### src/tnsb_pkg.sv
// tnsb_pkg: shared types, constants and saturating helpers for the step bound core
// no dependencies; imported by tnsb_ctrl, tnsb_dp and the top level
package tnsb_pkg;

  localparam int FracBits  = 16;
  localparam int DivSteps  = 64 + FracBits;
  localparam int SqrtSteps = 32;
  localparam int CntW      = $clog2(DivSteps);

  localparam logic [31:0] InitStepReset = 32'h0001_0000;
  localparam logic [31:0] OneFix        = 32'(1) << FracBits;

  localparam logic signed [63:0] SMax = {1'b0, {63{1'b1}}};
  localparam logic signed [63:0] SMin = {1'b1, {63{1'b0}}};

  // product sequence: pairs of cross terms, then b*b and a*c
  localparam logic [3:0] PrA0 = 4'd0;
  localparam logic [3:0] PrA1 = 4'd1;
  localparam logic [3:0] PrB0 = 4'd2;
  localparam logic [3:0] PrB1 = 4'd3;
  localparam logic [3:0] PrE0 = 4'd4;
  localparam logic [3:0] PrE1 = 4'd5;
  localparam logic [3:0] PrC0 = 4'd6;
  localparam logic [3:0] PrC1 = 4'd7;
  localparam logic [3:0] PrBB = 4'd8;
  localparam logic [3:0] PrAC = 4'd9;

  typedef enum logic [1:0] {
    DvLeft  = 2'd0,
    DvRight = 2'd1,
    DvNegA  = 2'd2,
    DvZeroA = 2'd3
  } div_sel_e;

  typedef struct packed {
    logic signed [31:0] pos_x;
    logic signed [31:0] pos_y;
    logic signed [31:0] dir_x;
    logic signed [31:0] dir_y;
    logic               last_vertex;
  } in_item_t;

  typedef struct packed {
    logic [31:0] step_size;
    logic        error;
  } out_item_t;

  typedef struct packed {
    logic       store_corner;
    logic       corner_slot;
    logic       open_mesh;
    logic       load_in;
    logic       diff;
    logic       mul;
    logic       add;
    logic       form;
    logic       comb;
    logic [3:0] prod;
    logic [1:0] part;
    logic       bsum;
    logic       sq_init;
    logic       sq_step;
    logic       dv_init;
    logic       dv_load;
    logic       dv_step;
    logic       dv_done;
    div_sel_e   dv_sel;
    logic       emit;
  } cmd_t;

  typedef struct packed {
    logic a_pos;
    logic a_neg;
    logic b_neg;
    logic d_pos;
    logic out_busy;
  } sts_t;

  function automatic logic signed [63:0] sat_add64(input logic signed [63:0] x,
                                                   input logic signed [63:0] y);
    logic signed [64:0] s;
    s = {x[63], x} + {y[63], y};
    if (s[64] != s[63]) begin
      sat_add64 = s[64] ? SMin : SMax;
    end else begin
      sat_add64 = s[63:0];
    end
  endfunction

  function automatic logic signed [63:0] sat_sub64(input logic signed [63:0] x,
                                                   input logic signed [63:0] y);
    logic signed [64:0] s;
    s = {x[63], x} - {y[63], y};
    if (s[64] != s[63]) begin
      sat_sub64 = s[64] ? SMin : SMax;
    end else begin
      sat_sub64 = s[63:0];
    end
  endfunction

  function automatic logic [63:0] mag64(input logic signed [63:0] x);
    mag64 = x[63] ? (~x + 64'd1) : x;
  endfunction

endpackage

### src/tnsb_ctrl.sv
// tnsb_ctrl: sequencer for corner intake, product schedule, sqrt and divide passes
// depends on tnsb_pkg; drives tnsb_dp through cmd_t and reads sts_t
module tnsb_ctrl import tnsb_pkg::*; (
  input  logic clk_i,
  input  logic rst_ni,
  input  logic in_valid_i,
  input  logic in_last_i,
  output logic in_ready_o,
  input  sts_t sts_i,
  output cmd_t cmd_o
);

  typedef enum logic [13:0] {
    SIdle = 14'b00000000000001,
    SDiff = 14'b00000000000010,
    SMul  = 14'b00000000000100,
    SAdd  = 14'b00000000001000,
    SForm = 14'b00000000010000,
    SComb = 14'b00000000100000,
    SBsum = 14'b00000001000000,
    SSqi  = 14'b00000010000000,
    SSqrt = 14'b00000100000000,
    SDvi  = 14'b00001000000000,
    SDvl  = 14'b00010000000000,
    SDiv  = 14'b00100000000000,
    SDvd  = 14'b01000000000000,
    SFin  = 14'b10000000000000
  } state_e;

  state_e          state_q, state_d;
  logic [1:0]      cc_q, cc_d;
  logic            open_q, open_d;
  logic            last_q, last_d;
  logic [3:0]      prod_q, prod_d;
  logic [1:0]      part_q, part_d;
  logic [CntW-1:0] cnt_q, cnt_d;
  div_sel_e        sel_q, sel_d;
  logic            accept;
  logic [1:0]      last_part;
  state_e          done_state;

  assign in_ready_o = (state_q == SIdle);
  assign accept     = in_valid_i && in_ready_o;
  assign last_part  = (prod_q == PrBB || prod_q == PrAC) ? 2'd3 : 2'd0;
  assign done_state = last_q ? SFin : SIdle;

  always_comb begin
    state_d = state_q;
    cc_d    = cc_q;
    open_d  = open_q;
    last_d  = last_q;
    prod_d  = prod_q;
    part_d  = part_q;
    cnt_d   = cnt_q;
    sel_d   = sel_q;
    cmd_o   = '0;
    cmd_o.prod   = prod_q;
    cmd_o.part   = part_q;
    cmd_o.dv_sel = sel_q;
    case (state_q)
      SIdle: begin
        if (accept) begin
          if (!open_q) begin
            cmd_o.open_mesh = 1'b1;
            open_d          = 1'b1;
          end
          if (cc_q < 2'd2) begin
            cmd_o.store_corner = 1'b1;
            cmd_o.corner_slot  = cc_q[0];
            cc_d               = cc_q + 2'd1;
          end else begin
            cmd_o.load_in = 1'b1;
            cc_d          = 2'd0;
            last_d        = in_last_i;
            state_d       = SDiff;
          end
        end
      end
      SDiff: begin
        cmd_o.diff = 1'b1;
        prod_d     = PrA0;
        part_d     = 2'd0;
        state_d    = SMul;
      end
      SMul: begin
        cmd_o.mul = 1'b1;
        state_d   = SAdd;
      end
      SAdd: begin
        cmd_o.add = 1'b1;
        if (part_q == last_part) begin
          state_d = SForm;
        end else begin
          part_d  = part_q + 2'd1;
          state_d = SMul;
        end
      end
      SForm: begin
        cmd_o.form = 1'b1;
        state_d    = SComb;
      end
      SComb: begin
        cmd_o.comb = 1'b1;
        part_d     = 2'd0;
        if (prod_q == PrC1) begin
          state_d = SBsum;
        end else if (prod_q == PrAC) begin
          state_d = SSqi;
        end else begin
          prod_d  = prod_q + 4'd1;
          state_d = SMul;
        end
      end
      SBsum: begin
        cmd_o.bsum = 1'b1;
        prod_d     = PrBB;
        state_d    = SMul;
      end
      SSqi: begin
        cmd_o.sq_init = 1'b1;
        cnt_d         = '0;
        state_d       = SSqrt;
      end
      SSqrt: begin
        cmd_o.sq_step = 1'b1;
        cnt_d         = cnt_q + 1'b1;
        if (cnt_q == CntW'(SqrtSteps - 1)) begin
          // pick which roots this triangle needs
          if (sts_i.a_pos) begin
            if (sts_i.b_neg && sts_i.d_pos) begin
              sel_d   = DvLeft;
              state_d = SDvi;
            end else begin
              state_d = done_state;
            end
          end else if (sts_i.a_neg) begin
            sel_d   = DvNegA;
            state_d = SDvi;
          end else if (sts_i.b_neg) begin
            sel_d   = DvZeroA;
            state_d = SDvi;
          end else begin
            state_d = done_state;
          end
        end
      end
      SDvi: begin
        cmd_o.dv_init = 1'b1;
        state_d       = SDvl;
      end
      SDvl: begin
        cmd_o.dv_load = 1'b1;
        cnt_d         = '0;
        state_d       = SDiv;
      end
      SDiv: begin
        cmd_o.dv_step = 1'b1;
        cnt_d         = cnt_q + 1'b1;
        if (cnt_q == CntW'(DivSteps - 1)) begin
          state_d = SDvd;
        end
      end
      SDvd: begin
        cmd_o.dv_done = 1'b1;
        if (sel_q == DvLeft) begin
          sel_d   = DvRight;
          state_d = SDvi;
        end else begin
          state_d = done_state;
        end
      end
      SFin: begin
        if (!sts_i.out_busy) begin
          cmd_o.emit = 1'b1;
          open_d     = 1'b0;
          state_d    = SIdle;
        end
      end
      default: begin
        state_d = SIdle;
      end
    endcase
  end

  always_ff @(posedge clk_i or negedge rst_ni) begin
    if (!rst_ni) begin
      state_q <= SIdle;
      cc_q    <= 2'd0;
      open_q  <= 1'b0;
      last_q  <= 1'b0;
      prod_q  <= PrA0;
      part_q  <= 2'd0;
      cnt_q   <= '0;
      sel_q   <= DvLeft;
    end else begin
      state_q <= state_d;
      cc_q    <= cc_d;
      open_q  <= open_d;
      last_q  <= last_d;
      prod_q  <= prod_d;
      part_q  <= part_d;
      cnt_q   <= cnt_d;
      sel_q   <= sel_d;
    end
  end

endmodule

### config.mk
export PLATFORM = sky130hd
export DESIGN_NAME = tnsb_ctrl
export DESIGN_NICKNAME = d
export VERILOG_FILES = /design/src/tnsb_pkg.sv /design/src/tnsb_ctrl.sv
export SDC_FILE = /design/constraint.sdc
export NUM_CORES = 1
export LEC_CHECK = 0
export ABC_AREA = 1
export CAP_MARGIN = 30
export CORE_MARGIN = 2
export CORE_UTILIZATION = 63
export CTS_CLUSTER_SIZE = 25
export DETAILED_ROUTE_END_ITERATION = 16
export DONT_BUFFER_PORTS = 1
export GPL_TIMING_DRIVEN = 1
export PLACE_DENSITY = 0.79
export SYNTH_ARGS = -nofsm -noshare
export SYNTH_HDL_FRONTEND = slang
export SYNTH_SLANG_ARGS = --single-unit
### constraint.sdc
create_clock -name clk_i -period 1.73 [get_ports clk_i]
set_clock_uncertainty 0.1 [all_clocks]
set_input_delay 0.173 -clock clk_i [delete_from_list [all_inputs] [get_ports clk_i]]
set_output_delay 0.173 -clock clk_i [all_outputs]
set_load 0.01 [all_outputs]
==> impl_metrics.toml, run 1 <==
[yosys]
netlist_area_mm2 = 0.00210
synth_cell_types = 33
syn_area_per_cell_um2 = 7.70
synth_cells = 273
ys_warn_count = 0
synth_fp_nets = 286
ys_seq_area_share_pct = 39.3
ys_ff_latch = 33

[clocking]
cts.sinks = 33
cts_root_buffer = "clkbuf_4"
cts_buffers = 5
ctsHtreeMaxLevel = 2
cts_buffer_depth = 2

[grt]
grt_max_degree = 34
antenna_found_initial = 0

[place]
io_buffers = 0
dp_hpwl_um = 3360
place_area_mm2 = 0.00222
routabilityCongestion = 0.817

[status]
status = "aborted with a tool error"
firstError = "[ERROR DPL-0033] detailed placement checks failed during check placement."
failed_stage = "global routing"

[floorplanning]
start_util_pct = 67.7
die_y_um = 61.8
pin_count = 35
die_w_um = 61.8
rows = 20

[sta]
worst_endpoint = "cmd_o[21]"
worstEndpointType = "output port"
logic make-up after synthesis:
logic type,count (synthesis),share of synthesized area [%]
AOI/OAI and AO/OA,30,8.81
xor gates and xnor gates,7,2.92
adders and majority gates,4,2.38
buffers and inverters,45,8.04
DFF,33,39.3
and+or+nand+nor,154,38.5
synthesized netlist by cell type:
| cell | instances | area [um^2] |
|---|---|---|
| a21oi_1 | 2 | 10.0 |
| a21oi_2 | 2 | 17.5 |
| a22o_1 | 2 | 17.5 |
| and2_1 | 1 | 6.26 |
| dfrtp_1 | 32 | 801 |
| dfstp_2 | 1 | 26.3 |
| ha_1 | 4 | 50.1 |
| inv_1 | 41 | 154 |
| inv_2 | 4 | 15.0 |
| nand2_1 | 52 | 195 |
| nand2_2 | 6 | 37.5 |
| nand2_4 | 5 | 56.3 |
| nand3_1 | 19 | 95.1 |
| nand3_2 | 5 | 50.1 |
| nand3b_1 | 1 | 7.51 |
| nor2_1 | 41 | 154 |
| nor2_2 | 7 | 43.8 |
| nor2_4 | 5 | 56.3 |
| nor2_8 | 2 | 40.0 |
| nor3_1 | 4 | 20.0 |
| nor3_4 | 1 | 16.3 |
| nor4_1 | 2 | 12.5 |
| o2111ai_1 | 1 | 8.76 |
| o21a_1 | 1 | 7.51 |
| o21ai_0 | 5 | 25.0 |
| o21ai_1 | 14 | 70.1 |
| o21ai_2 | 1 | 8.76 |
| o22ai_2 | 1 | 12.5 |
| o31ai_1 | 1 | 7.51 |
| or2_1 | 1 | 6.26 |
| or2_2 | 2 | 12.5 |
| xnor2_1 | 2 | 17.5 |
| xor2_1 | 5 | 43.8 |
per-stage QoR:
step,instances,TNS [ps],setup WS (ps)
floorplan,273,0,104
global placement,326,0,61.3
detailed placement,326,0,59.2
CTS,354,-1580,-208
repair_timing:
action                                  CTS
hold buffers                              6
endpoints found under the setup margin   18
setup buffers                            14
gates resized for setup                  36
pin swaps                                11
hold endpoints to repair                 41
==> run 2: changes to the inputs <==
--- a/config.mk
+++ b/config.mk
@@ -8,12 +8,11 @@
 export ABC_AREA = 1
 export CAP_MARGIN = 30
 export CORE_MARGIN = 2
-export CORE_UTILIZATION = 63
-export CTS_CLUSTER_SIZE = 25
+export CORE_UTILIZATION = 40
 export DETAILED_ROUTE_END_ITERATION = 16
 export DONT_BUFFER_PORTS = 1
 export GPL_TIMING_DRIVEN = 1
-export PLACE_DENSITY = 0.79
+export PLACE_DENSITY_LB_ADDON = 0.15
 export SYNTH_ARGS = -nofsm -noshare
 export SYNTH_HDL_FRONTEND = slang
 export SYNTH_SLANG_ARGS = --single-unit
==> run 2 against run 1 <==
  * The flow now finishes, with violations (negative setup slack)
  * Synthesized area did not move
  * Synthesized cell count did not move
==> impl_metrics.toml, run 2 <==
[status]
status = "complete, but fails checks"
violations = "negative setup slack"

[pwr]
p_per_area_mw_per_mm2 = 1040
worst_ir_drop_vdd_uv = 554
power.leakage_nw = 1.50

[clocking]
cts_tree = "built"
cts_buffers = 5
cts.sinks = 33
clk_latency_ps = 280
cts_buffer_depth = 2
cts_root_buffer = "clkbuf_8"
ctsHtreeMaxLevel = 2
clk_pin_slew_ps = 60

[yosys]
syn_area_per_cell_um2 = 7.70
ys_top_cells_by_count = "52 x nand2_1, 41 x inv_1, 41 x nor2_1"
async_reset_ff_share_pct = 100
ys_ff_latch = 33
synth_most_common_cell = "nand2_1"
synth_edf_count = 0
synth.area.top_cells = "dfrtp_1 38%, nand2_1 9.3%, inv_1 7.3%"
yosys.area.top_type = "dfrtp_1"
ys_seq_area_share_pct = 39.3
netlist_area_mm2 = 0.00210
synth_cell_types = 33
synthFlopType = "dfrtp_1"
synth_cells = 273
synth_top_area_share_pct = 38.1
synth_fp_nets = 286
ys_warn_count = 0

[finish]
final-seq-area_um2 = 830
layout_common_cells = "42 x nand2_1, 33 x inv_1, 30 x dfrtp_1"
stdcell_count = 396
fin_area_mm2 = 0.00295
largest_registers = "state_q (14), cnt_q (7), prod_q (4)"
multi_input_comb_area_mm2 = 0.00134
drive_gt1_share_pct = 40.2
area_growth_pct = 40.4
largest_reg_flops = 14
final_common_cell = "nand2_1"
final_nets = 338
diodes = 0
regMostFlops = "state_q"
final.fill_count = 473

[floorplanning]
die_y_um = 76.5
core_mm2 = 0.00507
rows = 26
die_w_um = 76.5
start_util_pct = 41.4
pin_count = 35
dieArea_mm2 = 0.00585

[grt]
antenna_found_initial = 0
grt.overflow.total = 0
first_global_vias = 1837
grt_usage_pct = 17.9
grt_pass1_wl_um = 8520
grt_max_degree = 34

[critical_path]
critPathCaptureType = "output pin"
worstPathRequired_ps = 1460
path_class = "reg -> out"
crit_path_start_kind = "register"
reg2reg_slack_ps = 0
crit_fanout = 5
cp.arrival_ps = 1560

[sta]
worst_slew_pin_slew_ps = 424
final.period_utilization_pct = 106
relSlewSlack_pct = 71.4
hold_viol = 0
fmaxAchievable_mhz = 545
rsz0062_at_grt = "yes"
finalSetupViolations = 19
fin_crit_ps = 1830
worst_slack_ps = -104
slew_violations = 0

[routing]
dr.first_iter.drc_count = 77
vias = 1925
wl_um = 5350
routedWlPerCell_um = 13.5
first_pass_iters = 4
via_per_inst = 4.86
antenna_left = 0
drc = 0

[place]
place_area_mm2 = 0.00229
routabilityCongestion = 0.803
placed_cells = 357
dp_hpwl_um = 3410
io_buffers = 0

[min_path]
worstHoldPathType = "in -> reg"

[flow_run]
drv_cap = 0
-- run 2: worst max-delay path: stages (launching register included) --
cell,delay (ps)
dfrtp_1,430
nor2_4,160
nand2_4,100
nor3_1,140
inv_1,90
nor4_2,190
buf_4,180
-- run 2: what timing repair did --
item,4_1_cts,5_1_grt
cloned,0,1
hold buffers,6,0
pin swaps,9,16
resized for setup,16,62
setup endpoints to repair,20,42
setup buffers,11,13
hold endpoints to repair,37,0
-- run 2: through the flow --
step | setup slack (ps) | util, % | power [mW] | hold slack (ps) | TNS [ps]
3_3_place_gp | 7.18 | 45.2 | 1.75 | -221 | 0
2_1_floorplan | 104 | - | 1.57 | -223 | 0
5_1_grt | -197 | 58.2 | 3.27 | 41.6 | -3440
3_5_place_dp | -14.1 | 45.2 | 1.76 | -221 | -22.6
4_1_cts | -106 | 51.7 | 2.73 | 14.4 | -700
6_report | -104 | 58.2 | 3.08 | 13.7 | -942
-- run 2: layout make-up --
| type | count | share of cell area [%] |
|---|---|---|
| multi-input combinational | 196 | 45.4 |
| sequential | 33 | 28.1 |
| timing repair buffer | 44 | 13.7 |
| inverter | 45 | 5.89 |
| tap | 70 | 2.97 |
| clock buffer | 7 | 2.92 |
| clock inverter | 1 | 1.02 |
-- run 2: kinds of logic after synthesis --
family / synth area share [%]
simple gates: 38.5
xor+xnor: 2.92
flops: 39.3
compound gates: 8.81
buf+inv: 8.04
fa+ha+maj: 2.38
-- run 2: routing by layer --
layer,vias to the layer above,wire length (um),global-route usage [%]
li1,965,-,-
met3,8,205,4.03
met2,43,2610,29.2
met4,0,84,5.27
met1,909,2450,23.9
met5,-,0,0
-- run 2: final timing paths --
| kind | startpoint | end | depth (start not counted) |
|---|---|---|---|
| worst max-delay path | state_q[1] | cmd_o[8] | 6 |
| worst min-delay path | sts_i[3] | sel_q[0] | 3 |
| worst max register to register | state_q[4] | open_q | 11 |
| worst min register to register | cc_q[0] | cc_q[0] | 1 |
| max in group asynchronous | rst_ni | state_q[0] | 2 |
| min in group asynchronous | rst_ni | part_q[0] | 2 |
-- run 2: power by group --
group | switching [mW] | internal (mW) | leakage [nW]
sequential | 0.0881 | 0.862 | 0.445
clock | 0.284 | 0.470 | 0.0585
combinational | 0.762 | 0.617 | 0.993
Note: power is estimated with default switching activity, not from simulation.
==> run 3: changes to the inputs <==
--- a/config.mk
+++ b/config.mk
@@ -9,6 +9,7 @@
 export CAP_MARGIN = 30
 export CORE_MARGIN = 2
 export CORE_UTILIZATION = 40
+export CTS_BUF_LIST = sky130_fd_sc_hd__clkbuf_4 sky130_fd_sc_hd__clkbuf_8
 export DETAILED_ROUTE_END_ITERATION = 16
 export DONT_BUFFER_PORTS = 1
 export GPL_TIMING_DRIVEN = 1
==> run 3 against run 2 <==
  * The flow still finishes with violations (negative setup slack)
  * Sequential share of layout area shrank 1.1 points
  * First-iteration DRC count is the same
  * Critical path depth is the same
  * Sequential cell count is the same
  * Critical endpoint is now cmd_o[0]
  * Largest cell class unchanged
  * Largest power group unchanged
==> impl_metrics.toml, run 3 (synthesis results as in run 2) <==
[clocking]
cts_tree = "built"
clk_latency_ps = 280
ctsHtreeMaxLevel = 2
clk_pin_slew_ps = 60
cts.sinks = 33
cts_buffers = 5
cts_root_buffer = "clkbuf_8"
cts_buffer_depth = 2

[place]
io_buffers = 0
place_ws_ps = -14.1
routabilityCongestion = 0.803
place_area_mm2 = 0.00229
dp_hpwl_um = 3410
placed_cells = 357

[critical_path]
worstRegToRegCells = 8
reg2reg_slack_ps = -80
crit_start = "state_q[1]"
endpoint = "cmd_o[0]"
rr_endpoint = "sel_q[0]"
critPathCaptureType = "output pin"
path_class = "reg -> out"
crit_path_start_kind = "register"
worstPathRequired_ps = 1460
crit_fanout = 5
reg2reg_from = "state_q[8]"
cp.arrival_ps = 1560

[routing]
via_per_inst = 4.87
routedWlPerCell_um = 13.4
first_pass_iters = 4
dr.first_iter.drc_count = 77
wl_um = 5390
drc = 0
vias = 1953
antenna_left = 0

[sta]
hold_viol = 0
relSlewSlack_pct = 62.7
worst_slack_ps = -104
final.period_utilization_pct = 106
fin_crit_ps = 1830
rsz0062_at_grt = "yes"
worst_slew_pin_slew_ps = 553
setup-tns-final_ps = -1580
fmaxAchievable_mhz = 545
slew_violations = 0
finalSetupViolations = 28

[grt]
antenna_found_initial = 0
grt_usage_pct = 17.8
grt_max_degree = 34
first_global_vias = 1844
grt.overflow.total = 0
grt_pass1_wl_um = 8470

[min_path]
min_path_cells = 3
worstHoldPathType = "in -> reg"

[floorplanning]
die_w_um = 76.5
rows = 26
start_util_pct = 41.4
pin_count = 35
dieArea_mm2 = 0.00585
core_mm2 = 0.00507
die_y_um = 76.5

[finish]
layout_common_cells = "42 x nand2_1, 32 x buf_4, 30 x inv_1"
final.fill_count = 453
regMostFlops = "state_q"
area_growth_pct = 46.4
final_common_cell = "nand2_1"
drive_gt1_share_pct = 44.4
fin_area_mm2 = 0.00308
fin_util_pct = 60.6
final_nets = 343
largest_reg_flops = 14
stdcell_count = 401
diodes = 0
largest_registers = "state_q (14), cnt_q (7), prod_q (4)"

[pwr]
p_per_area_mw_per_mm2 = 1060
power.leakage_nw = 1.53
worst_ir_drop_vdd_uv = 581

[status]
status = "complete, but fails checks"
violations = "negative setup slack"

[flow_run]
drv_cap = 0
-- run 3: cell count changes in the layout (fill, tap and decap cells not counted), sizes merged --
cell | previous run | this run
buf | 39 | 44
-- run 3: cell type report --
| class | count | area, um^2 | area share, % |
|---|---|---|---|
| clock buffer | 7 | 90.1 | 2.93 |
| inverter | 45 | 176 | 5.73 |
| clock inverter | 1 | 30.0 | 0.976 |
| multi-input combinational | 196 | 1400 | 45.5 |
| tap | 70 | 87.6 | 2.85 |
| timing repair buffer | 49 | 460 | 15.0 |
| sequential | 33 | 831 | 27.0 |
-- run 3: timing repair --
| action | CTS | global route |
|---|---|---|
| cloned | 0 | 1 |
| pin swaps | 9 | 20 |
| gates resized for setup | 16 | 76 |
| hold endpoints to repair | 37 | 0 |
| setup buffers | 11 | 18 |
| hold buffers | 6 | 0 |
| endpoints found under the setup margin | 20 | 41 |
-- run 3: power breakdown --
| group | switching (mW) | internal (mW) |
|---|---|---|
| sequential | 0.0846 | 0.863 |
| combinational | 0.822 | 0.719 |
| clock | 0.276 | 0.485 |
| total | 1.18 | 2.07 |
-- run 3: metrics by stage --
stage,hold WS (ps),power (mW)
2_1_floorplan,-223,1.57
3_3_place_gp,-221,1.75
3_5_place_dp,-221,1.76
4_1_cts,14.4,2.74
5_1_grt,58.6,3.45
6_report,51.4,3.25
-- run 3: critical path, stage by stage, from the launching register on --
cell     delay [ps]
dfrtp_1         430
nor2_4          160
nand2_4         110
buf_12          150
nor2_8          180
nand2_1         110
nor2_2          140
-- run 3: layer usage --
metal / vias to the layer above / wire, um / GRT usage, %
met3: 8 / 188 / 4.38
met2: 32 / 2680 / 29.5
met1: 935 / 2430 / 23.1
met5: - / 0 / 0
li1: 978 / - / -
met4: 0 / 92 / 4.91
-- run 3: worst min-delay path by stage --
stage          slack [ps]           to  startpoint
2_1_floorplan        -220      cc_q[0]      rst_ni
3_3_place_gp         -220  state_q[10]      rst_ni
3_5_place_dp         -220  state_q[11]      rst_ni
4_1_cts                10     sel_q[0]    sts_i[3]
5_1_grt                60       open_q  in_valid_i
6_report               50     sel_q[0]    sts_i[3]
==> run 4: changes to the inputs <==
--- a/config.mk
+++ b/config.mk
@@ -14,6 +14,7 @@
 export DONT_BUFFER_PORTS = 1
 export GPL_TIMING_DRIVEN = 1
 export PLACE_DENSITY_LB_ADDON = 0.15
+export SKIP_CTS_REPAIR_TIMING = 1
 export SYNTH_ARGS = -nofsm -noshare
 export SYNTH_HDL_FRONTEND = slang
 export SYNTH_SLANG_ARGS = --single-unit
==> run 4 against run 3 <==
  * The run ends with negative hold slack, negative setup slack left
  * Clock power barely moved
  * Count of clock-buffer cells in the layout did not move
  * Global-route usage fell by 1.3 points
  * Critical path depth did not move
  * Critical endpoint is now cmd_o[23]
  * Cell area fell by 4.9%
  * Final cell count fell by 2.0%
  * Sequential cell count did not move
  * First-iteration DRC count rose by 18%
  * Combinational power fell by 18%
  * Sequential power fell by 1%
==> impl_metrics.toml, run 4 (synthesis results as in run 2) <==
[status]
status = "complete, but fails checks"
violations = "negative hold slack, negative setup slack"

[place]
io_buffers = 0
routabilityCongestion = 0.803
dp_hpwl_um = 3410
placed_cells = 357
place_ws_ps = -14.1

[sta]
hold_viol = 2
relSlewSlack_pct = 77.5
slew_violations = 0
fmaxAchievable_mhz = 531
whs_ps = -46.0
rsz0062_at_grt = "yes"
finalSetupViolations = 18
final.period_utilization_pct = 109
worst_slew_pin_slew_ps = 335
setup-tns-final_ps = -1390
worst_slack_ps = -152
fin_crit_ps = 1880

[finish]
largest_registers = "state_q (14), cnt_q (7), prod_q (4)"
stdcell_count = 393
drive_gt1_share_pct = 40.2
diodes = 0
final_nets = 335
regMostFlops = "state_q"
fin_util_pct = 57.6
final_common_cell = "nand2_1"
layout_common_cells = "42 x nand2_1, 31 x inv_1, 29 x dfrtp_1, 29 x buf_4, 28 x nor2_1"
final.fill_count = 482
largest_reg_flops = 14
area_growth_pct = 39.2
multi_input_comb_area_mm2 = 0.00133
final-seq-area_um2 = 831

[clocking]
cts_buffers = 5
cts_root_buffer = "clkbuf_8"
clk_latency_ps = 280
cts.sinks = 33
cts_tree = "built"
ctsHtreeMaxLevel = 2
cts_buffer_depth = 2
clk_pin_slew_ps = 70

[grt]
first_global_vias = 1693
antenna_found_initial = 0
grt_usage_pct = 16.4
grt_max_degree = 34
grt.overflow.total = 0
grt_pass1_wl_um = 7870

[floorplanning]
rows = 26
die_y_um = 76.5
die_w_um = 76.5
core_mm2 = 0.00507
start_util_pct = 41.4
dieArea_mm2 = 0.00585
pin_count = 35

[pwr]
worst_ir_drop_vdd_uv = 553
power.leakage_nw = 1.49
p_per_area_mw_per_mm2 = 1020

[critical_path]
cp.arrival_ps = 1610
crit_chain = "nor2_4 > inv_2 > nor2_8 > nand3_2 > nor2_4 > and2_4"
path_class = "reg -> out"
cpMostUsedCell = "nor2_4"
cp_num_buf_inv = 1
reg2reg_slack_ps = -20
worstPathRequired_ps = 1460
slowest_stage = "dfrtp_1"
critical-path-top-delay-family = "simple AND/OR/NAND/NOR gates"
crit_path_start_kind = "register"
max_stage_delay_ps = 420
critPathCaptureType = "output pin"
crit_fanout = 7

[routing]
drc = 0
dr.first_iter.drc_count = 91
via_per_inst = 4.83
vias = 1897
wl_um = 5170
routedWlPerCell_um = 13.2
antenna_left = 0
first_pass_iters = 4

[min_path]
worstHoldPathType = "in -> reg"

[flow_run]
drv_cap = 0
run 4: cell types whose count changed in the layout (fill, tap and decap cells not counted), moves of 3 or more:
| cell | delta |
|---|---|
| o21ai_2 | -6 |
| nand2_2 | -5 |
| nand2_4 | +5 |
| o21ai_1 | +5 |
| nand3_4 | -4 |
| buf_4 | -3 |
| nand3_2 | +3 |
run 4: layout make-up:
class,instances,area share (%)
clock buffers,7,3.08
clock inverters,1,1.03
inverters,45,6.03
multi-input cells,195,45.6
flip-flops and latches,33,28.4
well taps,70,2.99
repair buffers,42,12.9
run 4: layer usage:
layer / routed length [um] / up-vias / share of wire [%] / GRT usage, %
li1: - / 958 / - / -
met1: 2510 / 895 / 49 / 22.8
met2: 2460 / 40 / 48 / 25.8
met3: 160 / 4 / 3.1 / 4.15
met4: 42 / 0 / 0.81 / 4.00
met5: 0 / - / 0 / 0
run 4: final timing paths:
| check | cells after the start | from | to |
|---|---|---|---|
| worst min-delay path | 2 | in_valid_i | state_q[1] |
| worst min register to register | 2 | open_q | open_q |
| worst max register to register | 11 | state_q[12] | state_q[0] |
| max in group asynchronous | 2 | rst_ni | state_q[0] |
| min in group asynchronous | 2 | rst_ni | state_q[2] |
| worst max-delay path | 6 | state_q[12] | cmd_o[23] |
run 4: power breakdown:
group / switching, mW / leakage, nW / total (mW) / internal (mW)
clock network: 0.275 / 0.0619 / 0.760 / 0.485
logic: 0.719 / 0.981 / 1.27 / 0.553
registers: 0.0742 / 0.444 / 0.937 / 0.862
total: 1.07 / 1.49 / 2.97 / 1.90
run 4: per-stage QoR:
stage                     total power, mW  cell area [um^2]
after CTS                            2.53              2410
after detailed placement             1.76              2290
after global routing                 3.16              2930
final                                2.97              2930
after global placement               1.75              2290
after floorplan                      1.57              2100
